`src/rtl/core/pix_rld_pkg.sv`:
```
// ----------------------------------------------------------------------------
// pix_rld_pkg
// Shared types and constants of the pixel run-length decoder: transaction
// payloads, result status codes and header layout.
// ----------------------------------------------------------------------------
package pix_rld_pkg;

  // Largest legal width or height is 2^DIM_BITS - 1
  localparam int unsigned DIM_BITS = 15;

  localparam int unsigned IDX_W    = 30;
  localparam int unsigned HDR_W    = 4;
  localparam logic [HDR_W-1:0] HDR_BYTES = HDR_W'(10);

  // Header byte positions
  localparam logic [HDR_W-1:0] HDR_WIDTH_HI  = HDR_W'(0);
  localparam logic [HDR_W-1:0] HDR_WIDTH_LO  = HDR_W'(1);
  localparam logic [HDR_W-1:0] HDR_HEIGHT_HI = HDR_W'(2);
  localparam logic [HDR_W-1:0] HDR_HEIGHT_LO = HDR_W'(3);
  localparam logic [HDR_W-1:0] HDR_DEPTH_HI  = HDR_W'(8);
  localparam logic [HDR_W-1:0] HDR_DEPTH_LO  = HDR_W'(9);

  localparam logic [15:0] DEPTH_GRAY  = 16'd8;
  localparam logic [15:0] DEPTH_COLOR = 16'd24;

  typedef enum logic [1:0] {
    STATUS_OK         = 2'd0,
    STATUS_BAD_HEADER = 2'd1,
    STATUS_ZERO_COUNT = 2'd2
  } status_e;

  typedef struct packed {
    logic [7:0] data_byte;
    logic       start_of_image;
  } in_item_t;

  typedef struct packed {
    status_e          status;
    logic [7:0]       red;
    logic [7:0]       green;
    logic [7:0]       blue;
    logic             is_gray;
    logic [7:0]       run_length;
    logic [IDX_W-1:0] start_index;
    logic             last_of_image;
  } out_item_t;

endpackage

```
`src/rtl/core/pix_rld_if.sv`:
```
// ----------------------------------------------------------------------------
// pix_rld_if
// Valid/ready stream channels of the decoder: file bytes in, runs out.
// ----------------------------------------------------------------------------
interface pix_rld_in_if
  import pix_rld_pkg::*;
  ();
  logic     valid;
  logic     ready;
  in_item_t data;

  modport source (output valid, output data, input ready);
  modport sink   (input valid, input data, output ready);
endinterface

interface pix_rld_out_if
  import pix_rld_pkg::*;
  ();
  logic      valid;
  logic      ready;
  out_item_t data;

  modport source (output valid, output data, input ready);
  modport sink   (input valid, input data, output ready);
endinterface

```
`src/rtl/core/pix_run_length_decoder.sv`:
```
// ----------------------------------------------------------------------------
// pix_run_length_decoder
// Parses a 10-byte image header, then decodes count/colour packets into runs
// with clipped length and starting linear pixel index.
// ----------------------------------------------------------------------------
//   channel  dir  payload                                       transaction
//   in_i     in   data_byte, start_of_image                     valid & ready
//   out_o    out  status, red/green/blue, is_gray, run_length,  valid & ready
//                 start_index, last_of_image
//
// One byte per cycle: each byte updates small registers; a byte ending a run
// or an error loads the result register as it is accepted, so a run appears
// in the next cycle. The result register frees in_i.ready whenever it is
// empty or being drained. The pixel total comes from one 16x16 multiply at
// the last header byte. Reset leaves the decoder stopped until a byte with
// start_of_image arrives.
// ----------------------------------------------------------------------------
module pix_run_length_decoder
  import pix_rld_pkg::*;
(
  input  logic          clk_i,
  input  logic          rst_ni,
  pix_rld_in_if.sink    in_i,
  pix_rld_out_if.source out_o
);

  typedef enum logic [3:0] {
    PH_COUNT = 4'b0001,
    PH_FIRST = 4'b0010,
    PH_GREEN = 4'b0100,
    PH_RED   = 4'b1000
  } phase_e;

  logic [HDR_W-1:0] hdr_pos_q, hdr_pos_d;
  logic [15:0]      width_q, width_d;
  logic [15:0]      height_q, height_d;
  logic [15:0]      depth_q, depth_d;
  logic [IDX_W-1:0] remain_q, remain_d;
  logic [IDX_W-1:0] next_idx_q, next_idx_d;
  phase_e           phase_q, phase_d;
  logic [7:0]       count_q, count_d;
  logic [7:0]       blue_q, blue_d;
  logic [7:0]       green_q, green_d;
  logic             stopped_q, stopped_d;
  out_item_t        out_q, out_d;
  logic             out_valid_q, out_valid_d;

  logic             accept;
  logic [31:0]      product;
  logic             gray;
  logic [7:0]       run_len;
  logic             run_last;
  logic [15:0]      depth_word;
  logic             bad_header;

  assign accept    = in_i.valid & in_i.ready;
  assign in_i.ready = ~out_valid_q | out_o.ready;
  assign out_o.valid = out_valid_q;
  assign out_o.data  = out_q;

  // Pixel total; width and height are settled before the last header byte
  assign product = width_q * height_q;
  assign gray    = (depth_q == DEPTH_GRAY);

  // Clip the pending run against the pixels left in the image
  assign run_len  = (remain_q < IDX_W'(count_q)) ? remain_q[7:0] : count_q;
  assign run_last = (remain_q == IDX_W'(run_len));

  // Header check on the last header byte
  assign depth_word = {depth_q[15:8], in_i.data.data_byte};
  assign bad_header = (width_q == 16'd0) || ((width_q >> DIM_BITS) != 16'd0) ||
                      (height_q == 16'd0) || ((height_q >> DIM_BITS) != 16'd0) ||
                      ((depth_word != DEPTH_GRAY) && (depth_word != DEPTH_COLOR));

  // Decode one byte
  always_comb begin
    logic [7:0] b;
    logic       emit;
    logic       run_done;
    b          = in_i.data.data_byte;
    emit       = 1'b0;
    run_done   = 1'b0;
    hdr_pos_d  = hdr_pos_q;
    width_d    = width_q;
    height_d   = height_q;
    depth_d    = depth_q;
    remain_d   = remain_q;
    next_idx_d = next_idx_q;
    phase_d    = phase_q;
    count_d    = count_q;
    blue_d     = blue_q;
    green_d    = green_q;
    stopped_d  = stopped_q;
    out_d      = out_q;

    if (accept) begin
      // Restart abandons any image in progress
      if (in_i.data.start_of_image) begin
        stopped_d  = 1'b0;
        hdr_pos_d  = '0;
        phase_d    = PH_COUNT;
        next_idx_d = '0;
      end

      if (!stopped_d) begin
        if (hdr_pos_d < HDR_BYTES) begin
          case (hdr_pos_d)
            HDR_WIDTH_HI:  width_d[15:8]  = b;
            HDR_WIDTH_LO:  width_d[7:0]   = b;
            HDR_HEIGHT_HI: height_d[15:8] = b;
            HDR_HEIGHT_LO: height_d[7:0]  = b;
            HDR_DEPTH_HI:  depth_d[15:8]  = b;
            HDR_DEPTH_LO:  depth_d[7:0]   = b;
            default: ;
          endcase
          hdr_pos_d = hdr_pos_d + HDR_W'(1);
          if (hdr_pos_d == HDR_BYTES) begin
            if (bad_header) begin
              stopped_d = 1'b1;
              emit      = 1'b1;
              out_d     = '0;
              out_d.status = STATUS_BAD_HEADER;
            end else begin
              remain_d   = product[IDX_W-1:0];
              next_idx_d = '0;
              phase_d    = PH_COUNT;
            end
          end
        end else begin
          case (phase_d)
            PH_COUNT: begin
              if (b == 8'd0) begin
                stopped_d         = 1'b1;
                emit              = 1'b1;
                out_d             = '0;
                out_d.status      = STATUS_ZERO_COUNT;
                out_d.is_gray     = gray;
                out_d.start_index = next_idx_d;
              end else begin
                count_d = b;
                phase_d = PH_FIRST;
              end
            end
            PH_FIRST: begin
              if (gray) begin
                emit     = 1'b1;
                run_done = 1'b1;
                out_d.red   = 8'd0;
                out_d.green = b;
                out_d.blue  = 8'd0;
              end else begin
                blue_d  = b;
                phase_d = PH_GREEN;
              end
            end
            PH_GREEN: begin
              green_d = b;
              phase_d = PH_RED;
            end
            PH_RED: begin
              emit     = 1'b1;
              run_done = 1'b1;
              out_d.red   = b;
              out_d.green = green_q;
              out_d.blue  = blue_q;
            end
            default: ;
          endcase

          // Finish a run: advance the index and stop at the image end
          if (run_done) begin
            out_d.status        = STATUS_OK;
            out_d.is_gray       = gray;
            out_d.run_length    = run_len;
            out_d.start_index   = next_idx_q;
            out_d.last_of_image = run_last;
            next_idx_d = next_idx_q + IDX_W'(run_len);
            remain_d   = remain_q - IDX_W'(run_len);
            phase_d    = PH_COUNT;
            if (run_last) begin
              stopped_d = 1'b1;
            end
          end
        end
      end
    end

    // Hold the result until taken
    if (emit) begin
      out_valid_d = 1'b1;
    end else if (out_o.ready) begin
      out_valid_d = 1'b0;
    end else begin
      out_valid_d = out_valid_q;
    end
  end

  always_ff @(posedge clk_i or negedge rst_ni) begin
    if (!rst_ni) begin
      hdr_pos_q   <= '0;
      width_q     <= '0;
      height_q    <= '0;
      depth_q     <= '0;
      remain_q    <= '0;
      next_idx_q  <= '0;
      phase_q     <= PH_COUNT;
      count_q     <= '0;
      blue_q      <= '0;
      green_q     <= '0;
      stopped_q   <= 1'b1;
      out_valid_q <= 1'b0;
    end else begin
      hdr_pos_q   <= hdr_pos_d;
      width_q     <= width_d;
      height_q    <= height_d;
      depth_q     <= depth_d;
      remain_q    <= remain_d;
      next_idx_q  <= next_idx_d;
      phase_q     <= phase_d;
      count_q     <= count_d;
      blue_q      <= blue_d;
      green_q     <= green_d;
      stopped_q   <= stopped_d;
      out_valid_q <= out_valid_d;
    end
  end

  // Result payload needs no reset
  always_ff @(posedge clk_i) begin
    out_q <= out_d;
  end

endmodule
```
`src/flat_wrapper.sv`:
```
// flat-port wrapper written by rule: the top's interface ports become plain ports
module pix_run_length_decoder_flat import pix_rld_pkg::*;
  (clk_i, rst_ni, in_i_valid, in_i_data, in_i_ready, out_o_valid, out_o_data, out_o_ready);
  pix_rld_in_if in_i_i ();
  pix_rld_out_if out_o_i ();
  input  logic clk_i;
  input  logic rst_ni;
  input wire logic [$bits(in_i_i.valid)-1:0] in_i_valid;
  input wire logic [$bits(in_i_i.data)-1:0] in_i_data;
  output wire logic [$bits(in_i_i.ready)-1:0] in_i_ready;
  output wire logic [$bits(out_o_i.valid)-1:0] out_o_valid;
  output wire logic [$bits(out_o_i.data)-1:0] out_o_data;
  input wire logic [$bits(out_o_i.ready)-1:0] out_o_ready;
  assign in_i_i.valid = in_i_valid;
  assign in_i_i.data = in_i_data;
  assign in_i_ready = in_i_i.ready;
  assign out_o_valid = out_o_i.valid;
  assign out_o_data = out_o_i.data;
  assign out_o_i.ready = out_o_ready;
  pix_run_length_decoder u_core (.clk_i(clk_i), .rst_ni(rst_ni), .in_i(in_i_i), .out_o(out_o_i));
endmodule
```
`config.mk`:
```
export PLATFORM = sky130hd
export DESIGN_NAME = pix_run_length_decoder_flat
export DESIGN_NICKNAME = d
export VERILOG_FILES = /design/src/rtl/core/pix_rld_pkg.sv /design/src/rtl/core/pix_rld_if.sv /design/src/rtl/core/pix_run_length_decoder.sv /design/src/flat_wrapper.sv
export SDC_FILE = /design/constraint.sdc
export NUM_CORES = 1
export LEC_CHECK = 0
export BUFFER_PORTS_ARGS = -buffer_cell sky130_fd_sc_hd__buf_2
export CELL_PAD_IN_SITES_DETAIL_PLACEMENT = 0
export CELL_PAD_IN_SITES_GLOBAL_PLACEMENT = 2
export CORE_MARGIN = 4
export CORE_UTILIZATION = 45
export DETAILED_ROUTE_END_ITERATION = 7
export HOLD_SLACK_MARGIN = 0.08
export PLACE_DENSITY_LB_ADDON = 0.1
export SYNTH_ARGS = -nofsm -noshare
export SYNTH_HDL_FRONTEND = slang
export SYNTH_SLANG_ARGS = --single-unit
```
`constraint.sdc`:
```
create_clock -name clk_i -period 16.1 [get_ports clk_i]
set_input_delay 3.22 -clock clk_i [delete_from_list [all_inputs] [get_ports clk_i]]
set_output_delay 3.22 -clock clk_i [all_outputs]
set_load 0.05 [all_outputs]
```
==> summary.md <==
| Metric | Value |
|---|---|
| Register Area | `approximately 5500 um2` |
| Initial drt markers | `just under 900` |
| TritonCTS buffer count | `25` |
| Post-CTS Resized | `0` |
| Fin nets | `roughly 2,300` |
| Fin crit share | `between 40% and 50%` |
| CP Max Fanout | `4` |
| CP arrival | `around 3.7 ns` |
| Detailed Place HPWL | `between 30,000 and 40,000 um` |
| Multi-input logic area | `about 12,000 um2` |
| Setup Buffers After CTS | `0` |
| Final worst slack | `9.16 ns` |
| Vias per cell | `5.42` |
| Top sig layer | `met4` |
| Critical Path RT | `12.88 ns` |
| Mapped Nets | `2,239` |
| Vias in the first global route | `between 10,000 and 15,000` |
| Die Y | `211 um` |
| Total wire length | `48,500 um` |
| Clock transition at path regs | `0.06 ns` |
| Skew-Pair Late Insertion Delay | `0.54 ns` |
| CTS sink cnt | `between 200 and 250` |
| Longest Clk Path Bufs | `3` |
| Synth async-reset ratio | `a little under 70%` |
| Grt ovf | `0` |
| Initial core utilization | `approximately 45%` |
| Crit end category | `primary output` |
| Initial antenna violation count | `0` |
| PortBufs | `80` |
| CTS tree | `done` |
| Max Clock Skew | `between 0.02 and 0.025 ns` |
| Register area share after synthesis | `around 30%` |
| Commonest non-fill, non-tap cell in the layout | `inv_1` |
| DR pass1 iterations | `5` |
| Share of cells above drive strength 1 | `11.5%` |
| Max_cap viols | `0` |
| Pre-CTS setup slack | `between 9 and 10 ns` |
| Post-CTS Hold Buffers | `0` |
| Antenna Cells | `0` |
| Filler Cells Inserted | `~3,900` |
| Status | `finished clean` |
| RSZ-0062 raised after global routing | `no` |
| Post-layout util | `approximately half` |
| Root buffer cell | `clkbuf_16` |
| Wirelength per Cell | `between 15 and 20 um` |
| Achievable Freq | `between 100 and 150 MHz` |
| Post-synth EDFFs | `66` |
| IO Count | `81` |
| Critical path class | `input port to primary output` |
| Total Routing Usage GR | `~22%` |
| Met3 wire len | `1930 um` |
| TNS Setup | `0 ns` |
| Global-route wire length before repair | `~80,000 um` |
| Synth Register Bits | `208` |
| Chip width | `between 200 and 250 um` |
| Area of the core | `roughly 41,000 um2` |
| Worst slew pin tran | `between 1 and 1.5 ns` |
| Die area | `44,500 um2` |
| Metal-1 WL | `about 24,000 um` |
| Hold Vio Cnt, Final | `0` |
| HP Class | `flop to flop` |
| Commonest cells after routing, fill and taps aside | `inv_1, nand2_1, fa_1` |
| Rows | `74` |
| Vias | `13,400` |
| Final ANT Viol Nets | `0` |
| Mapped Cells | `1,910` |
| Slew HR | `between 20% and 30%` |
| Max-slew violations | `0` |
| Tmin final | `between 6 and 7 ns` |
| Synthesized cell area | `between 15,000 and 20,000 um2` |
| DRC | `0` |
| Final Setup Violations | `0` |
| Syn Area/Cell | `a little under 10 um2` |
| GPL Wtd Cong | `roughly 0.81` |
| Top FF cell, synth | `dfrtp_1` |
| Hold Slack | `between 0.4 and 0.5 ns` |
| H-Tree Depth | `1` |
| Largest net degree at the start of global routing | `approximately 80` |
| Yosys Warn Count | `0` |
| Unique masters post-synth | `75` |
| CP Launch Type | `input port` |
| Synth-to-Final Area Change | `9.13%` |
| Routed met2 length | `about 22,000 um` |
[path summary, 6_finish.rpt]
path                                        from               endpoint  slack [ns]  depth (start not counted)
setup / recovery                     out_o_ready             in_i_ready        9.16                          3
min in group asynchronous                 rst_ni       u_core.blue_q[3]        2.73                          1
hold reg to reg            u_core.next_idx_q[18]  u_core.next_idx_q[18]        0.49                          1
max in group asynchronous                 rst_ni      u_core.width_q[6]       11.98                          2
hold / removal             u_core.next_idx_q[18]  u_core.next_idx_q[18]        0.49                          1
setup reg to reg               u_core.width_q[7]    u_core.remain_q[29]        9.32                         22
[area by class of cell]
cell class / instances / share of cell area, %
clock inverters: 10 / 0.693
flip-flops and latches: 208 / 27.4
well taps: 532 / 3.29
repair buffers: 97 / 2.64
clock buffers: 36 / 3.45
inverters: 257 / 4.77
multi-input cells: 1341 / 57.8
[Yosys cell counts (66+ instances only)]
cell type	count	area [um2]
mux2_2	66	743
dfrtp_1	140	3500
nand2_1	225	845
nor2_1	67	251
o21ai_0	75	375
edfxtp_1	66	1980
fa_1	195	3900
and2_1	169	1060
a21oi_1	77	385
inv_1	255	957
ha_1	121	1510
clkbuf_1	102	383
[logic make-up (layout without fill, tap and decap cells)]
kind of cell,count (synthesis),in the layout,share of synthesized area [%]
simple gates,609,609,16.8
compound gates,302,302,10.4
mux,76,76,4.58
fa+ha+maj,316,316,29.3
xor+xnor,38,38,1.80
flops,208,208,29.9
buf+inv,361,400,7.32
[worst max-delay path, stage by stage]
cell and delay, ns:
buf_2 0.07, nand2b_1 0.14, buf_2 0.28
[metal layers]
layer / global-route usage [%] / vias to the layer above
met5: 0 / -
met3: 2.58 / 51
met1: 34.3 / 6819
met2: 34.7 / 254
li1: - / 6322
met4: 3.51 / 0
[sequential cells by signal (all words and copies together) (netlist names)]
| register | count |
|---|---|
| u_core.out_o.data | 66 |
| u_core.next_idx_q | 30 |
| u_core.remain_q | 30 |
| u_core.depth_q | 16 |
| u_core.height_q | 16 |
| u_core.width_q | 16 |
| u_core.blue_q | 8 |
| u_core.count_q | 8 |
| u_core.green_q | 8 |
| u_core.hdr_pos_q | 4 |
| u_core.phase_q | 4 |
| u_core.out_o.valid | 1 |
| u_core.stopped_q | 1 |
[stage by stage]
stage,instance area [um2],cells
6_report,20200,2481
4_1_cts,20200,2481
3_3_place_gp,19400,2435
2_1_floorplan,18500,1910
5_1_grt,20200,2481
3_5_place_dp,19400,2435
Power is not shown: default switching activity piles up to over one toggle a cycle in this logic, so the estimate is an artifact.
